## src/rtl/core/arc_pkg.sv

```systemverilog
// ----------------------------------------------------------------------------
// arc_pkg
// Shared constants, codes and controller/datapath interface types for the
// address resolution cache.
// ----------------------------------------------------------------------------
`default_nettype none

package arc_pkg;

  // sizing
  localparam int ENTRIES     = 16;
  localparam int QUEUE_DEPTH = 8;
  localparam int IDX_W       = $clog2(ENTRIES);
  localparam int QPOS_W      = (QUEUE_DEPTH > 1) ? $clog2(QUEUE_DEPTH) : 1;
  localparam int QCNT_W      = $clog2(QUEUE_DEPTH + 1);
  localparam int QSUM_W      = QCNT_W + 1;
  localparam int HMEM_DEPTH  = ENTRIES * QUEUE_DEPTH;
  localparam int HADDR_W     = $clog2(HMEM_DEPTH);

  // field widths
  localparam int ACT_W  = 3;
  localparam int NET_W  = 32;
  localparam int MAC_W  = 48;
  localparam int ADDR_W = 32;
  localparam int HDL_W  = 8;
  localparam int KIND_W = 3;
  localparam int STS_W  = 2;
  localparam int FLG_W  = 3;
  localparam int CNT_W  = 4;
  localparam int TMR_W  = 16;
  localparam int CFGI_W = 8;
  localparam int CFGD_W = 16;

  // entry status codes
  localparam logic [STS_W-1:0] STS_INCOMPLETE = 2'd0;
  localparam logic [STS_W-1:0] STS_REACHABLE  = 2'd1;
  localparam logic [STS_W-1:0] STS_FAILED     = 2'd2;

  // probe flag bits
  localparam int FLAG_PROBING = 0;
  localparam int FLAG_LOCAL   = 1;
  localparam int FLAG_REMOTE  = 2;

  // actions
  localparam logic [ACT_W-1:0] ACT_RESOLVE  = 3'd0;
  localparam logic [ACT_W-1:0] ACT_ANNOUNCE = 3'd1;
  localparam logic [ACT_W-1:0] ACT_REMOVE   = 3'd2;
  localparam logic [ACT_W-1:0] ACT_TICK     = 3'd3;
  localparam logic [ACT_W-1:0] ACT_SWEEP    = 3'd4;

  // result kinds
  localparam logic [KIND_W-1:0] KIND_DONE      = 3'd0;
  localparam logic [KIND_W-1:0] KIND_NOT_FOUND = 3'd1;
  localparam logic [KIND_W-1:0] KIND_FULL      = 3'd2;
  localparam logic [KIND_W-1:0] KIND_ANNOUNCE  = 3'd3;
  localparam logic [KIND_W-1:0] KIND_SOL_LOCAL = 3'd4;
  localparam logic [KIND_W-1:0] KIND_SOL_REM   = 3'd5;

  // configuration register indexes and reset values
  localparam logic [CFGI_W-1:0] CFG_PROBE_LIMIT = 8'd0;
  localparam logic [CFGI_W-1:0] CFG_LOCAL_DELAY = 8'd1;
  localparam logic [CFGI_W-1:0] CFG_ENTRY_TTL   = 8'd2;
  localparam logic [CFGI_W-1:0] CFG_QUEUE_LIMIT = 8'd3;
  localparam logic [CNT_W-1:0]  RST_PROBE_LIMIT = 4'd3;
  localparam logic [TMR_W-1:0]  RST_LOCAL_DELAY = 16'd100;
  localparam logic [TMR_W-1:0]  RST_ENTRY_TTL   = 16'd1000;
  localparam logic [CNT_W-1:0]  RST_QUEUE_LIMIT = 4'd8;

  // datapath operations
  localparam logic [3:0] OP_NONE      = 4'd0;
  localparam logic [3:0] OP_LATCH     = 4'd1;
  localparam logic [3:0] OP_SCAN      = 4'd2;
  localparam logic [3:0] OP_PICK      = 4'd3;
  localparam logic [3:0] OP_ALLOC     = 4'd4;
  localparam logic [3:0] OP_RESOLVE   = 4'd5;
  localparam logic [3:0] OP_ANN_SET   = 4'd6;
  localparam logic [3:0] OP_ANN_RD    = 4'd7;
  localparam logic [3:0] OP_REMOVE    = 4'd8;
  localparam logic [3:0] OP_TICK_ENT  = 4'd9;
  localparam logic [3:0] OP_NEXT      = 4'd10;
  localparam logic [3:0] OP_TICK_END  = 4'd11;
  localparam logic [3:0] OP_SWEEP_ALL = 4'd12;

  // result emission codes
  localparam logic [3:0] EM_NONE      = 4'd0;
  localparam logic [3:0] EM_FULL      = 4'd1;
  localparam logic [3:0] EM_NF        = 4'd2;
  localparam logic [3:0] EM_RES_DONE  = 4'd3;
  localparam logic [3:0] EM_ANN       = 4'd4;
  localparam logic [3:0] EM_ANN_DONE  = 4'd5;
  localparam logic [3:0] EM_REM_DONE  = 4'd6;
  localparam logic [3:0] EM_SOL_L     = 4'd7;
  localparam logic [3:0] EM_SOL_R     = 4'd8;
  localparam logic [3:0] EM_ZERO_DONE = 4'd9;

  typedef struct packed {
    logic [3:0] op;
    logic [3:0] em;
  } cmd_t;

  typedef struct packed {
    logic [ACT_W-1:0] action;
    logic             hit;
    logic             free;
    logic             idx_last;
    logic             pend_loc;
    logic             pend_rem;
    logic             ann_zero;
    logic             can_emit;
  } status_t;

endpackage

`default_nettype wire

```

## src/rtl/core/arc_ctrl.sv

```systemverilog
// ----------------------------------------------------------------------------
// arc_ctrl
// Sequencer: steps each action through lookup or walk, update and result.
// ----------------------------------------------------------------------------
`default_nettype none

module arc_ctrl (
  input  wire logic           clk,
  input  wire logic           rst_n,
  input  wire logic           in_valid,
  output logic                in_ready,
  input  wire arc_pkg::status_t st,
  output arc_pkg::cmd_t       cmd
);

  localparam logic [3:0] S_IDLE     = 4'd0;
  localparam logic [3:0] S_DISP     = 4'd1;
  localparam logic [3:0] S_SCAN     = 4'd2;
  localparam logic [3:0] S_HIT      = 4'd3;
  localparam logic [3:0] S_ALLOC    = 4'd4;
  localparam logic [3:0] S_RES      = 4'd5;
  localparam logic [3:0] S_FULL     = 4'd6;
  localparam logic [3:0] S_NF       = 4'd7;
  localparam logic [3:0] S_ANN_SET  = 4'd8;
  localparam logic [3:0] S_ANN      = 4'd9;
  localparam logic [3:0] S_ANN_EM   = 4'd10;
  localparam logic [3:0] S_ANN_DONE = 4'd11;
  localparam logic [3:0] S_REM      = 4'd12;
  localparam logic [3:0] S_T_ENT    = 4'd13;
  localparam logic [3:0] S_T_SOL    = 4'd14;
  localparam logic [3:0] S_ZDONE    = 4'd15;

  logic [3:0] state_r, state_nxt;

  assign in_ready = (state_r == S_IDLE);

  // next state and commands
  always_comb begin
    state_nxt = state_r;
    cmd.op    = arc_pkg::OP_NONE;
    cmd.em    = arc_pkg::EM_NONE;
    case (state_r)
      S_IDLE: begin
        if (in_valid) begin
          cmd.op    = arc_pkg::OP_LATCH;
          state_nxt = S_DISP;
        end
      end
      S_DISP: begin
        case (st.action)
          arc_pkg::ACT_RESOLVE, arc_pkg::ACT_ANNOUNCE, arc_pkg::ACT_REMOVE:
            state_nxt = S_SCAN;
          arc_pkg::ACT_TICK: state_nxt = S_T_ENT;
          arc_pkg::ACT_SWEEP: begin
            cmd.op    = arc_pkg::OP_SWEEP_ALL;
            state_nxt = S_ZDONE;
          end
          default: state_nxt = S_ZDONE;
        endcase
      end
      S_SCAN: begin
        cmd.op = arc_pkg::OP_SCAN;
        if (st.idx_last) state_nxt = S_HIT;
      end
      S_HIT: begin
        cmd.op = arc_pkg::OP_PICK;
        case (st.action)
          arc_pkg::ACT_RESOLVE:
            state_nxt = st.hit ? S_RES : (st.free ? S_ALLOC : S_FULL);
          arc_pkg::ACT_ANNOUNCE: state_nxt = st.hit ? S_ANN_SET : S_NF;
          arc_pkg::ACT_REMOVE:   state_nxt = st.hit ? S_REM : S_NF;
          default:               state_nxt = S_ZDONE;
        endcase
      end
      S_ALLOC: begin
        cmd.op    = arc_pkg::OP_ALLOC;
        state_nxt = S_RES;
      end
      S_RES: begin
        if (st.can_emit) begin
          cmd.op    = arc_pkg::OP_RESOLVE;
          cmd.em    = arc_pkg::EM_RES_DONE;
          state_nxt = S_IDLE;
        end
      end
      S_FULL: begin
        if (st.can_emit) begin
          cmd.em    = arc_pkg::EM_FULL;
          state_nxt = S_IDLE;
        end
      end
      S_NF: begin
        if (st.can_emit) begin
          cmd.em    = arc_pkg::EM_NF;
          state_nxt = S_IDLE;
        end
      end
      S_ANN_SET: begin
        cmd.op    = arc_pkg::OP_ANN_SET;
        state_nxt = S_ANN;
      end
      S_ANN: begin
        if (st.ann_zero) begin
          state_nxt = S_ANN_DONE;
        end else begin
          cmd.op    = arc_pkg::OP_ANN_RD;
          state_nxt = S_ANN_EM;
        end
      end
      S_ANN_EM: begin
        if (st.can_emit) begin
          cmd.em    = arc_pkg::EM_ANN;
          state_nxt = S_ANN;
        end
      end
      S_ANN_DONE: begin
        if (st.can_emit) begin
          cmd.em    = arc_pkg::EM_ANN_DONE;
          state_nxt = S_IDLE;
        end
      end
      S_REM: begin
        if (st.can_emit) begin
          cmd.op    = arc_pkg::OP_REMOVE;
          cmd.em    = arc_pkg::EM_REM_DONE;
          state_nxt = S_IDLE;
        end
      end
      S_T_ENT: begin
        cmd.op    = arc_pkg::OP_TICK_ENT;
        state_nxt = S_T_SOL;
      end
      S_T_SOL: begin
        if (st.pend_loc) begin
          if (st.can_emit) cmd.em = arc_pkg::EM_SOL_L;
        end else if (st.pend_rem) begin
          if (st.can_emit) cmd.em = arc_pkg::EM_SOL_R;
        end else if (st.idx_last) begin
          cmd.op    = arc_pkg::OP_TICK_END;
          state_nxt = S_ZDONE;
        end else begin
          cmd.op    = arc_pkg::OP_NEXT;
          state_nxt = S_T_ENT;
        end
      end
      S_ZDONE: begin
        if (st.can_emit) begin
          cmd.em    = arc_pkg::EM_ZERO_DONE;
          state_nxt = S_IDLE;
        end
      end
      default: state_nxt = S_IDLE;
    endcase
  end

  // state register
  always_ff @(posedge clk) begin
    if (!rst_n) begin
      state_r <= S_IDLE;
    end else begin
      state_r <= state_nxt;
    end
  end

endmodule

`default_nettype wire

```

## src/rtl/core/arc_dp.sv

```systemverilog
// ----------------------------------------------------------------------------
// arc_dp
// Datapath: configuration, entry table, handle queue memory and the result
// register, driven by sequencer commands; configuration has its own write port.
// ----------------------------------------------------------------------------
`default_nettype none

module arc_dp (
  input  wire logic                          clk,
  input  wire logic                          rst_n,
  input  wire arc_pkg::cmd_t                 cmd,
  output arc_pkg::status_t                   st,
  // configuration
  input  wire logic                          cfg_we,
  input  wire logic [arc_pkg::CFGI_W-1:0]    cfg_idx,
  input  wire logic [arc_pkg::CFGD_W-1:0]    cfg_wdata,
  // input item
  input  wire logic [arc_pkg::ACT_W-1:0]     in_action,
  input  wire logic [arc_pkg::NET_W-1:0]     in_net,
  input  wire logic [arc_pkg::MAC_W-1:0]     in_mac,
  input  wire logic [arc_pkg::ADDR_W-1:0]    in_addr,
  input  wire logic [arc_pkg::HDL_W-1:0]     in_hdl,
  input  wire logic                          in_loc,
  input  wire logic                          in_rem,
  // result register
  input  wire logic                          out_ready,
  output logic                               out_valid,
  output logic [arc_pkg::KIND_W-1:0]         out_kind,
  output logic [arc_pkg::NET_W-1:0]          out_net,
  output logic [arc_pkg::MAC_W-1:0]          out_mac,
  output logic [arc_pkg::ADDR_W-1:0]         out_addr,
  output logic [arc_pkg::HDL_W-1:0]          out_hdl,
  output logic                               out_last
);

  localparam int E  = arc_pkg::ENTRIES;
  localparam int QD = arc_pkg::QUEUE_DEPTH;
  localparam int IW = arc_pkg::IDX_W;
  localparam int PW = arc_pkg::QPOS_W;
  localparam int CW = arc_pkg::QCNT_W;
  localparam int SW = arc_pkg::QSUM_W;
  localparam int AW = arc_pkg::HADDR_W;

  // configuration registers
  logic [arc_pkg::CNT_W-1:0] probe_limit_r, queue_limit_r;
  logic [arc_pkg::TMR_W-1:0] local_delay_r, entry_ttl_r;

  always_ff @(posedge clk) begin
    if (!rst_n) begin
      probe_limit_r <= arc_pkg::RST_PROBE_LIMIT;
      local_delay_r <= arc_pkg::RST_LOCAL_DELAY;
      entry_ttl_r   <= arc_pkg::RST_ENTRY_TTL;
      queue_limit_r <= arc_pkg::RST_QUEUE_LIMIT;
    end else if (cfg_we) begin
      case (cfg_idx)
        arc_pkg::CFG_PROBE_LIMIT: probe_limit_r <= cfg_wdata[arc_pkg::CNT_W-1:0];
        arc_pkg::CFG_LOCAL_DELAY: local_delay_r <= cfg_wdata;
        arc_pkg::CFG_ENTRY_TTL:   entry_ttl_r   <= cfg_wdata;
        arc_pkg::CFG_QUEUE_LIMIT: queue_limit_r <= cfg_wdata[arc_pkg::CNT_W-1:0];
        default: ;
      endcase
    end
  end

  // effective timings and queue limit
  logic [arc_pkg::TMR_W-1:0] delay_eff, ttl_eff;
  logic [CW-1:0]             lim_eff;
  logic [7:0]                ql_wide;

  assign delay_eff = (local_delay_r == '0) ? arc_pkg::TMR_W'(1) : local_delay_r;
  assign ttl_eff   = (entry_ttl_r == '0) ? arc_pkg::TMR_W'(1) : entry_ttl_r;
  assign ql_wide   = 8'(queue_limit_r);

  always_comb begin
    if (ql_wide == 8'd0)             lim_eff = CW'(1);
    else if (ql_wide > 8'(QD))       lim_eff = CW'(QD);
    else                             lim_eff = CW'(ql_wide);
  end

  // latched input item
  logic [arc_pkg::ACT_W-1:0]  act_r;
  logic [arc_pkg::NET_W-1:0]  net_r;
  logic [arc_pkg::MAC_W-1:0]  mac_r;
  logic [arc_pkg::ADDR_W-1:0] addr_r;
  logic [arc_pkg::HDL_W-1:0]  hdl_r;
  logic                       want_loc_r, want_rem_r;

  always_ff @(posedge clk) begin
    if (cmd.op == arc_pkg::OP_LATCH) begin
      act_r      <= in_action;
      net_r      <= in_net;
      mac_r      <= in_mac;
      addr_r     <= in_addr;
      hdl_r      <= in_hdl;
      want_loc_r <= in_loc;
      want_rem_r <= in_rem;
    end
  end

  // entry table
  logic [arc_pkg::NET_W-1:0]  key_net_r [E];
  logic [arc_pkg::MAC_W-1:0]  key_mac_r [E];
  logic                       valid_r   [E];
  logic [arc_pkg::STS_W-1:0]  status_r  [E];
  logic [arc_pkg::FLG_W-1:0]  flags_r   [E];
  logic [arc_pkg::CNT_W-1:0]  pcount_r  [E];
  logic [arc_pkg::TMR_W-1:0]  ptimer_r  [E];
  logic [arc_pkg::TMR_W-1:0]  age_r     [E];
  logic [arc_pkg::ADDR_W-1:0] saddr_r   [E];
  logic [CW-1:0]              qcnt_r    [E];
  logic [PW-1:0]              qhead_r   [E];
  logic [arc_pkg::TMR_W-1:0]  sweep_r;

  // scan and selection state
  logic [IW-1:0] idx_r;
  logic          hit_r, free_r;
  logic [IW-1:0] hit_idx_r, free_idx_r;
  logic          pend_loc_r, pend_rem_r;
  logic [CW-1:0] ann_n_r;
  logic          idx_last;

  assign idx_last = (idx_r == IW'(E - 1));

  // current entry
  logic                       cur_valid;
  logic [arc_pkg::FLG_W-1:0]  cur_flags;
  logic [arc_pkg::TMR_W-1:0]  cur_timer;
  logic [CW-1:0]              cur_cnt;
  logic [PW-1:0]              cur_head;
  logic                       cur_match;

  assign cur_valid = valid_r[idx_r];
  assign cur_flags = flags_r[idx_r];
  assign cur_timer = ptimer_r[idx_r];
  assign cur_cnt   = qcnt_r[idx_r];
  assign cur_head  = qhead_r[idx_r];
  assign cur_match = cur_valid && (key_net_r[idx_r] == net_r) && (key_mac_r[idx_r] == mac_r);

  // enqueue position: drop oldest until one place is free
  logic [SW-1:0] hsum, wsum, rsum;
  logic [PW-1:0] head_new, wpos, rpos;
  logic [CW-1:0] cnt_keep;
  logic [AW-1:0] waddr, raddr;

  always_comb begin
    if (cur_cnt >= lim_eff) begin
      hsum     = SW'(cur_head) + SW'(cur_cnt) - SW'(lim_eff) + SW'(1);
      cnt_keep = lim_eff - CW'(1);
    end else begin
      hsum     = SW'(cur_head);
      cnt_keep = cur_cnt;
    end
    head_new = (hsum >= SW'(QD)) ? PW'(hsum - SW'(QD)) : PW'(hsum);
    wsum     = SW'(head_new) + SW'(cnt_keep);
    wpos     = (wsum >= SW'(QD)) ? PW'(wsum - SW'(QD)) : PW'(wsum);
    rsum     = SW'(cur_head) + SW'(ann_n_r) - SW'(1);
    rpos     = (rsum >= SW'(QD)) ? PW'(rsum - SW'(QD)) : PW'(rsum);
    waddr    = AW'(idx_r) * AW'(QD) + AW'(wpos);
    raddr    = AW'(idx_r) * AW'(QD) + AW'(rpos);
  end

  // handle queue memory
  logic [arc_pkg::HDL_W-1:0] hmem [arc_pkg::HMEM_DEPTH];
  logic [arc_pkg::HDL_W-1:0] hrd_r;

  always_ff @(posedge clk) begin
    if (cmd.op == arc_pkg::OP_RESOLVE) hmem[waddr] <= hdl_r;
    if (cmd.op == arc_pkg::OP_ANN_RD)  hrd_r <= hmem[raddr];
  end

  // key store, written on allocation
  always_ff @(posedge clk) begin
    if (cmd.op == arc_pkg::OP_ALLOC) begin
      key_net_r[idx_r] <= net_r;
      key_mac_r[idx_r] <= mac_r;
    end
  end

  // expiry decision for the current entry
  logic expire_now, below_limit;

  assign expire_now  = cur_valid && (cur_timer == arc_pkg::TMR_W'(1));
  assign below_limit = (pcount_r[idx_r] < probe_limit_r);

  // scan, index and sequencing registers
  always_ff @(posedge clk) begin
    if (!rst_n) begin
      idx_r      <= '0;
      hit_r      <= 1'b0;
      free_r     <= 1'b0;
      hit_idx_r  <= '0;
      free_idx_r <= '0;
      pend_loc_r <= 1'b0;
      pend_rem_r <= 1'b0;
      ann_n_r    <= '0;
    end else begin
      case (cmd.op)
        arc_pkg::OP_LATCH: begin
          idx_r  <= '0;
          hit_r  <= 1'b0;
          free_r <= 1'b0;
        end
        arc_pkg::OP_SCAN: begin
          idx_r <= idx_last ? '0 : idx_r + IW'(1);
          if (cur_match && !hit_r) begin
            hit_r     <= 1'b1;
            hit_idx_r <= idx_r;
          end
          if (!cur_valid && !free_r) begin
            free_r     <= 1'b1;
            free_idx_r <= idx_r;
          end
        end
        arc_pkg::OP_PICK:   idx_r <= hit_r ? hit_idx_r : free_idx_r;
        arc_pkg::OP_NEXT:   idx_r <= idx_r + IW'(1);
        arc_pkg::OP_ANN_SET: ann_n_r <= cur_cnt;
        arc_pkg::OP_ANN_RD:  ann_n_r <= ann_n_r - CW'(1);
        arc_pkg::OP_TICK_ENT: begin
          if (expire_now && status_r[idx_r] != arc_pkg::STS_REACHABLE
              && below_limit) begin
            pend_loc_r <= cur_flags[arc_pkg::FLAG_LOCAL];
            pend_rem_r <= cur_flags[arc_pkg::FLAG_REMOTE];
          end
        end
        default: ;
      endcase
      if (cmd.em == arc_pkg::EM_SOL_L) pend_loc_r <= 1'b0;
      if (cmd.em == arc_pkg::EM_SOL_R) pend_rem_r <= 1'b0;
    end
  end

  // entry state updates
  always_ff @(posedge clk) begin
    if (!rst_n) begin
      for (int i = 0; i < E; i++) begin
        valid_r[i]  <= 1'b0;
        status_r[i] <= arc_pkg::STS_INCOMPLETE;
        flags_r[i]  <= '0;
        pcount_r[i] <= '0;
        ptimer_r[i] <= '0;
        age_r[i]    <= '0;
        saddr_r[i]  <= '0;
        qcnt_r[i]   <= '0;
        qhead_r[i]  <= '0;
      end
      sweep_r <= '0;
    end else begin
      case (cmd.op)
        arc_pkg::OP_ALLOC: begin
          valid_r[idx_r]  <= 1'b1;
          status_r[idx_r] <= arc_pkg::STS_INCOMPLETE;
          flags_r[idx_r]  <= '0;
          pcount_r[idx_r] <= '0;
          ptimer_r[idx_r] <= '0;
          age_r[idx_r]    <= '0;
          saddr_r[idx_r]  <= '0;
          qcnt_r[idx_r]   <= '0;
        end
        arc_pkg::OP_RESOLVE: begin
          status_r[idx_r] <= arc_pkg::STS_INCOMPLETE;
          flags_r[idx_r]  <= cur_flags | {want_rem_r, want_loc_r, 1'b1};
          qcnt_r[idx_r]   <= cnt_keep + CW'(1);
          qhead_r[idx_r]  <= head_new;
          if (!cur_flags[arc_pkg::FLAG_PROBING]) begin
            pcount_r[idx_r] <= arc_pkg::CNT_W'(1);
            ptimer_r[idx_r] <= delay_eff;
          end
        end
        arc_pkg::OP_ANN_SET: begin
          saddr_r[idx_r]  <= addr_r;
          age_r[idx_r]    <= '0;
          status_r[idx_r] <= arc_pkg::STS_REACHABLE;
          qcnt_r[idx_r]   <= '0;
        end
        arc_pkg::OP_REMOVE: begin
          valid_r[idx_r]  <= 1'b0;
          status_r[idx_r] <= arc_pkg::STS_INCOMPLETE;
          flags_r[idx_r]  <= '0;
          pcount_r[idx_r] <= '0;
          ptimer_r[idx_r] <= '0;
          age_r[idx_r]    <= '0;
          saddr_r[idx_r]  <= '0;
          qcnt_r[idx_r]   <= '0;
        end
        arc_pkg::OP_TICK_ENT: begin
          if (cur_valid) begin
            if (age_r[idx_r] != '1) age_r[idx_r] <= age_r[idx_r] + arc_pkg::TMR_W'(1);
            if (cur_timer != '0) ptimer_r[idx_r] <= cur_timer - arc_pkg::TMR_W'(1);
          end
          if (expire_now) begin
            flags_r[idx_r] <= '0;
            if (status_r[idx_r] != arc_pkg::STS_REACHABLE) begin
              if (below_limit) begin
                if (pcount_r[idx_r] != '1)
                  pcount_r[idx_r] <= pcount_r[idx_r] + arc_pkg::CNT_W'(1);
              end else begin
                status_r[idx_r] <= arc_pkg::STS_FAILED;
                qcnt_r[idx_r]   <= '0;
              end
            end
          end
        end
        arc_pkg::OP_TICK_END: begin
          if (sweep_r + arc_pkg::TMR_W'(1) >= ttl_eff) begin
            sweep_r <= '0;
            for (int i = 0; i < E; i++) begin
              if (valid_r[i] && age_r[i] > ttl_eff)
                status_r[i] <= arc_pkg::STS_INCOMPLETE;
            end
          end else begin
            sweep_r <= sweep_r + arc_pkg::TMR_W'(1);
          end
        end
        arc_pkg::OP_SWEEP_ALL: begin
          for (int i = 0; i < E; i++) begin
            if (valid_r[i]) status_r[i] <= arc_pkg::STS_INCOMPLETE;
          end
        end
        default: ;
      endcase
    end
  end

  // result register
  logic                       out_valid_r;
  logic [arc_pkg::KIND_W-1:0] kind_r;
  logic [arc_pkg::NET_W-1:0]  onet_r;
  logic [arc_pkg::MAC_W-1:0]  omac_r;
  logic [arc_pkg::ADDR_W-1:0] oaddr_r;
  logic [arc_pkg::HDL_W-1:0]  ohdl_r;
  logic                       olast_r;

  logic [arc_pkg::KIND_W-1:0] kind_nxt;
  logic [arc_pkg::NET_W-1:0]  onet_nxt;
  logic [arc_pkg::MAC_W-1:0]  omac_nxt;
  logic [arc_pkg::ADDR_W-1:0] oaddr_nxt;
  logic [arc_pkg::HDL_W-1:0]  ohdl_nxt;
  logic                       olast_nxt;

  always_comb begin
    kind_nxt  = arc_pkg::KIND_DONE;
    onet_nxt  = net_r;
    omac_nxt  = mac_r;
    oaddr_nxt = '0;
    ohdl_nxt  = '0;
    olast_nxt = 1'b1;
    case (cmd.em)
      arc_pkg::EM_FULL: kind_nxt = arc_pkg::KIND_FULL;
      arc_pkg::EM_NF:   kind_nxt = arc_pkg::KIND_NOT_FOUND;
      arc_pkg::EM_RES_DONE, arc_pkg::EM_REM_DONE: oaddr_nxt = saddr_r[idx_r];
      arc_pkg::EM_ANN: begin
        kind_nxt  = arc_pkg::KIND_ANNOUNCE;
        oaddr_nxt = addr_r;
        ohdl_nxt  = hrd_r;
        olast_nxt = 1'b0;
      end
      arc_pkg::EM_ANN_DONE: oaddr_nxt = addr_r;
      arc_pkg::EM_SOL_L, arc_pkg::EM_SOL_R: begin
        kind_nxt  = (cmd.em == arc_pkg::EM_SOL_L) ? arc_pkg::KIND_SOL_LOCAL
                                                  : arc_pkg::KIND_SOL_REM;
        onet_nxt  = key_net_r[idx_r];
        omac_nxt  = key_mac_r[idx_r];
        oaddr_nxt = saddr_r[idx_r];
        olast_nxt = 1'b0;
      end
      default: begin
        onet_nxt = '0;
        omac_nxt = '0;
      end
    endcase
  end

  always_ff @(posedge clk) begin
    if (!rst_n) begin
      out_valid_r <= 1'b0;
    end else if (cmd.em != arc_pkg::EM_NONE) begin
      out_valid_r <= 1'b1;
    end else if (out_ready) begin
      out_valid_r <= 1'b0;
    end
  end

  always_ff @(posedge clk) begin
    if (cmd.em != arc_pkg::EM_NONE) begin
      kind_r  <= kind_nxt;
      onet_r  <= onet_nxt;
      omac_r  <= omac_nxt;
      oaddr_r <= oaddr_nxt;
      ohdl_r  <= ohdl_nxt;
      olast_r <= olast_nxt;
    end
  end

  assign out_valid = out_valid_r;
  assign out_kind  = kind_r;
  assign out_net   = onet_r;
  assign out_mac   = omac_r;
  assign out_addr  = oaddr_r;
  assign out_hdl   = ohdl_r;
  assign out_last  = olast_r;

  // status to the sequencer
  assign st.action   = act_r;
  assign st.hit      = hit_r;
  assign st.free     = free_r;
  assign st.idx_last = idx_last;
  assign st.pend_loc = pend_loc_r;
  assign st.pend_rem = pend_rem_r;
  assign st.ann_zero = (ann_n_r == '0);
  assign st.can_emit = !out_valid_r || out_ready;

endmodule

`default_nettype wire

```

## src/rtl/core/address_resolution_cache.sv

```systemverilog
// ----------------------------------------------------------------------------
// address_resolution_cache
// Resolution cache from network id and virtual MAC to a care-of address,
// with probe timers, per-entry handle queues and periodic aging.
//
//   channel  direction  handshake              payload
//   in_      slave      in_tvalid/in_tready    tuser action, tdata key/args
//   out_     master     out_tvalid/out_tready  tuser kind, tdata, tlast
//   cfg_     slave      cfg_valid/cfg_ready    cfg_index, cfg_data
//
// One item at a time: a new item is taken only once the previous one has
// registered its closing result. Resolve, announce and remove scan the table
// one entry a cycle; an announce then reads out each queued handle, and a
// tick walks every entry and emits each solicit that falls due. Reset is
// synchronous; the table needs no clearing pass. A stalled result stops the
// sequencer in place.
// ----------------------------------------------------------------------------
`default_nettype none

module address_resolution_cache (
  input  wire logic         clk,
  input  wire logic         rst_n,
  input  wire logic         in_tvalid,
  output logic              in_tready,
  // net_id[31:0] virtual_mac[79:32] care_of_addr[111:80] sender_handle[119:112]
  // probe_local[120] probe_remote[121]
  input  wire logic [127:0] in_tdata,
  // action[2:0]
  input  wire logic [2:0]   in_tuser,
  output logic              out_tvalid,
  input  wire logic         out_tready,
  // out_net_id[31:0] out_mac[79:32] out_addr[111:80] out_handle[119:112]
  output logic [119:0]      out_tdata,
  // kind[2:0]
  output logic [2:0]        out_tuser,
  output logic              out_tlast,
  input  wire logic         cfg_valid,
  output logic              cfg_ready,
  input  wire logic [7:0]   cfg_index,
  input  wire logic [15:0]  cfg_data
);

  arc_pkg::cmd_t    cmd;
  arc_pkg::status_t st;

  assign cfg_ready = 1'b1;

  arc_ctrl u_ctrl (
    .clk      (clk),
    .rst_n    (rst_n),
    .in_valid (in_tvalid),
    .in_ready (in_tready),
    .st       (st),
    .cmd      (cmd)
  );

  arc_dp u_dp (
    .clk       (clk),
    .rst_n     (rst_n),
    .cmd       (cmd),
    .st        (st),
    .cfg_we    (cfg_valid),
    .cfg_idx   (cfg_index),
    .cfg_wdata (cfg_data),
    .in_action (in_tuser),
    .in_net    (in_tdata[31:0]),
    .in_mac    (in_tdata[79:32]),
    .in_addr   (in_tdata[111:80]),
    .in_hdl    (in_tdata[119:112]),
    .in_loc    (in_tdata[120]),
    .in_rem    (in_tdata[121]),
    .out_ready (out_tready),
    .out_valid (out_tvalid),
    .out_kind  (out_tuser),
    .out_net   (out_tdata[31:0]),
    .out_mac   (out_tdata[79:32]),
    .out_addr  (out_tdata[111:80]),
    .out_hdl   (out_tdata[119:112]),
    .out_last  (out_tlast)
  );

endmodule

`default_nettype wire

```

## config.mk

```make
export PLATFORM = sky130hd
export DESIGN_NAME = address_resolution_cache
export DESIGN_NICKNAME = d
export VERILOG_FILES = /design/src/rtl/core/arc_pkg.sv /design/src/rtl/core/arc_ctrl.sv /design/src/rtl/core/arc_dp.sv /design/src/rtl/core/address_resolution_cache.sv
export SDC_FILE = /design/constraint.sdc
export NUM_CORES = 2
export LEC_CHECK = 0
export ABC_AREA = 0
export BUFFER_PORTS_ARGS = -buffer_cell sky130_fd_sc_hd__buf_4
export CAP_MARGIN = 20
export CORE_ASPECT_RATIO = 0.7
export CORE_MARGIN = 2
export CORE_UTILIZATION = 30
export DETAILED_ROUTE_END_ITERATION = 12
export PLACE_DENSITY = 0.52
export SKIP_LAST_GASP = 1
export SLEW_MARGIN = 10
export SYNTH_ARGS = -nofsm -noshare
export SYNTH_HDL_FRONTEND = slang
export SYNTH_HIERARCHICAL = 1
export SYNTH_SLANG_ARGS = --single-unit
```

## constraint.sdc

```tcl
create_clock -name clk -period 20.9 [get_ports clk]
set_input_delay 2.09 -clock clk [delete_from_list [all_inputs] [get_ports clk]]
set_output_delay 2.09 -clock clk [all_outputs]
set_load 0.05 [all_outputs]
```

==> flow_summary.yaml <==
sta:
  fmax_mhz: 105
  period_share_pct: 45.5
  hold_violations: 0
  setup_viol: 0
  clock_skew_ns: 0.105
  worst_pin_slew_ns: 1.14
  rsz0062_at_grt: "no"
  min_period_ns: 9.50
  drv_slew: 0
  setup_tns_ns: 0
  max_slew_margin_pct: 24.0
  hold_ws_ns: 0.467
setup_path:
  end_kind: "flip-flop"
  critical_path_required_ns: 21.52
  slowest_delay_ns: 0.94
  crit_slowest_cell: "nor2_1"
  r2r_cells: 19
  crit_chain: "buf_4 > buf_4 > mux4_2 > nor2_1 > nor2_1 > o21ai_0 > inv_1 > ha_1 > a21o_1 > a21o_1 > a21oi_1 > nor2_1 > a21oi_2 > inv_1 > ha_1 > fa_1 > xor3_1 > nand2_2 > nor2_1"
  arrival_ns: 10.12
  crit_top_cell: "nor2_1"
  critPathLaunchType: "flip-flop"
  crit_fanout: 53
  r2r-end: "u_dp/hmem[60][6]"
  critPathKind: "reg -> reg"
  r2r_slack_ns: 11.40
global_routing:
  grtUsageTotal_pct: 18.2
  grt_start_max_net_pins: 115
  grt_pass1_vias: 94100
  antenna_found_initial: 43
  grt_pass1_wl_um: 748000
  grt-ovfl-total: 0
synthesis:
  synth_ff_type: "edfxtp_1"
  synth_top_area_share_pct: 68.2
  ys_types: 105
  async_reset_ff_share_pct: 0
  yosys-top-cells-area: "edfxtp_1 68%, mux4_2 11%, nor2_1 3.5%, ha_1 2.2%, mux2i_1 2.0%"
  yosys_warnings: 6
  synth_edf_count: 3841
  seq_area_frac_synth_pct: 69.4
  syn_area_per_cell_um2: 16.2
  synth_top_area_cell: "edfxtp_1"
  syn_inst: 10500
  ys_seq_elements: 3942
  syn_area_mm2: 0.169
  syn-num-nets: 10900
clock_network:
  cts_sinks: 3942
  cts-buffers-inserted: 387
  cts_max_level: 5
  clock_path_buffers: 4
  ctsResizeCount: 0
  postCtsHoldBufs: 0
  cts_root_buf: "clkbuf_16"
  cts_tree: "yes"
  post_cts_buffers: 0
  clkTransAtPathRegs_ns: 0.07
  clk_latency_ns: 1.08
route:
  vias_per_cell: 5.30
  wirelength_um: 537000
  via_count: 98000
  drcViolationCount: 0
  drt_iter0_markers: 11700
  drt-pass1-iter-count: 8
  wl_per_cell_um: 29.1
  ant_nets: 0
cells_and_area:
  n_fill_cell: 53400
  final_common_cell: "edfxtp_1"
  nets: 11200
  final_cell_mix: "3841 x edfxtp_1, 1543 x nor2_1, 794 x mux4_2"
  syn2layout_area_growth_pct: 13.8
  final_layout_size_suffix_gt1_share_pct: 19.1
min_path:
  hold_start: "u_dp/hit_idx_r[1]"
  whs_endpoint: "u_dp/hit_idx_r[1]"
  hold_class: "reg -> reg"
  hold_depth: 2
job:
  drv_cap: 0
power_and_ir_drop:
  worst_ir_drop_vdd_v: 0.000216
  p_leak_uw: 0.0623
  power_density_mw_per_mm2: 123
placed_design:
  io_buffers: 279
  place.gp.congestion: 0.842
  hpwl_um: 330000
die:
  core_area_mm2: 0.561
  start_util_pct: 30.1
  die_w_um: 901
  row_count: 230
  die_h_um: 632
  ios: 287
  die-area_mm2: 0.570
outcome:
  status: "completed"
-- worst max path at each step --
stage,startpoint,endpoint,slack [ns],cells after the start
after floorplan,out_tready,u_dp/free_r,8.58,8
after global placement,flip-flop,u_dp/hmem[29][5],11.49,19
after detailed placement,flip-flop,u_dp/hmem[60][3],11.33,19
after CTS,flip-flop,u_dp/hmem[60][6],11.29,19
after global routing,flip-flop,u_dp/hmem[6][2],10.95,19
final,flip-flop,u_dp/hmem[60][6],11.40,19
-- critical path, delay by kind of cell, from the launching register on --
family | cells | cell delay [ns]
AO/OA/AOI/OAI | 5 | 2.62
AND/OR/NAND/NOR | 5 | 1.90
buffers and inverters | 4 | 1.59
adder cells (fa/ha/maj) | 3 | 1.07
flip-flops | 1 | 0.80
XOR/XNOR | 1 | 0.53
multiplexers | 1 | 0.42
-- Yosys cell counts, types with 42 or more instances --
cell type / n
inv_1: 131
edfxtp_1: 3841
nand2_1: 733
dfxtp_1: 101
mux4_2: 794
buf_2: 94
clkbuf_1: 443
nor2b_1: 46
xor2_1: 54
a21oi_1: 234
nor3_1: 54
o211ai_1: 63
mux4_1: 55
nand3_1: 215
mux2_2: 57
a31oi_1: 42
o21ai_0: 208
and3_1: 58
nor2_1: 1566
ha_1: 296
buf_4: 64
xnor2_1: 60
buf_1: 48
nand2b_1: 46
a22oi_1: 110
nand4_1: 71
mux2i_1: 338
a21o_1: 82
-- through the flow --
step	cell area, um^2	total power (uW)	setup WS (ns)	instances	util, %
after floorplan	169000	14000	8.58	10500	-
after global placement	180000	16700	11.49	17700	32.1
after detailed placement	180000	16700	11.33	17700	32.1
after CTS	192000	23800	11.29	18500	34.3
after global routing	193000	24400	10.95	18500	34.3
final	193000	23600	11.40	18500	34.3
-- final cells by class --
type / count / area [um^2] / share of cell area, %
Clock inverter: 227 / 2250 / 1.17
Multi-Input combinational cell: 5671 / 48400 / 25.1
Timing Repair Buffer: 579 / 4510 / 2.34
Tap cell: 7424 / 9290 / 4.82
Inverter: 138 / 538 / 0.279
Sequential cell: 3942 / 117000 / 61.0
Antenna cell: 17 / 42.5 / 0.0221
Clock buffer: 476 / 10200 / 5.28
-- power by group --
| part | internal [uW] | leakage [uW] | switching [uW] | total [uW] |
|---|---|---|---|---|
| logic | 1830 | 0.0192 | 4270 | 6100 |
| clock network | 3850 | 0.00602 | 3190 | 7030 |
| registers | 9950 | 0.0371 | 561 | 10500 |
-- metal layers --
metal  part of all wire (%)  global-route usage, %  wire length [um]  up-vias
li1                       -                      -                 -    41200
met2                     43                   26.4            231000     4206
met1                     46                   28.1            248000    52000
met5                  0.011                      0                57        -
met4                    2.1                   3.87             11400        8
met3                    8.9                   3.59             47600      587
-- cell families (layout without fill, tap and decap cells) --
group / Yosys count / count (layout) / share of synthesized area (%)
XOR/XNOR: 116 / 116 / 0.618
AO/OA/AOI/OAI: 1049 / 1049 / 4.14
buffers and inverters: 840 / 1420 / 2.37
multiplexers: 1244 / 1244 / 13.8
other: 1 / 18 / 0.00222
adder cells (fa/ha/maj): 299 / 299 / 2.23
flip-flops: 3942 / 3942 / 69.4
AND/OR/NAND/NOR: 2962 / 2962 / 7.45
-- flip-flops by register name (all words and copies together) (netlist names), 48 cells and up, named ones only --
| register | flops |
|---|---|
| u_dp/hmem | 1024 |
| u_dp/key_mac_r | 768 |
| u_dp/key_net_r | 512 |
| u_dp/saddr_r | 512 |
| u_dp/age_r | 256 |
| u_dp/ptimer_r | 256 |
| u_dp/pcount_r | 64 |
| u_dp/qcnt_r | 64 |
| u_dp/flags_r | 48 |
| u_dp/mac_r | 48 |
| u_dp/out_mac | 48 |
| u_dp/qhead_r | 48 |
(Power assumes the default switching activity.)
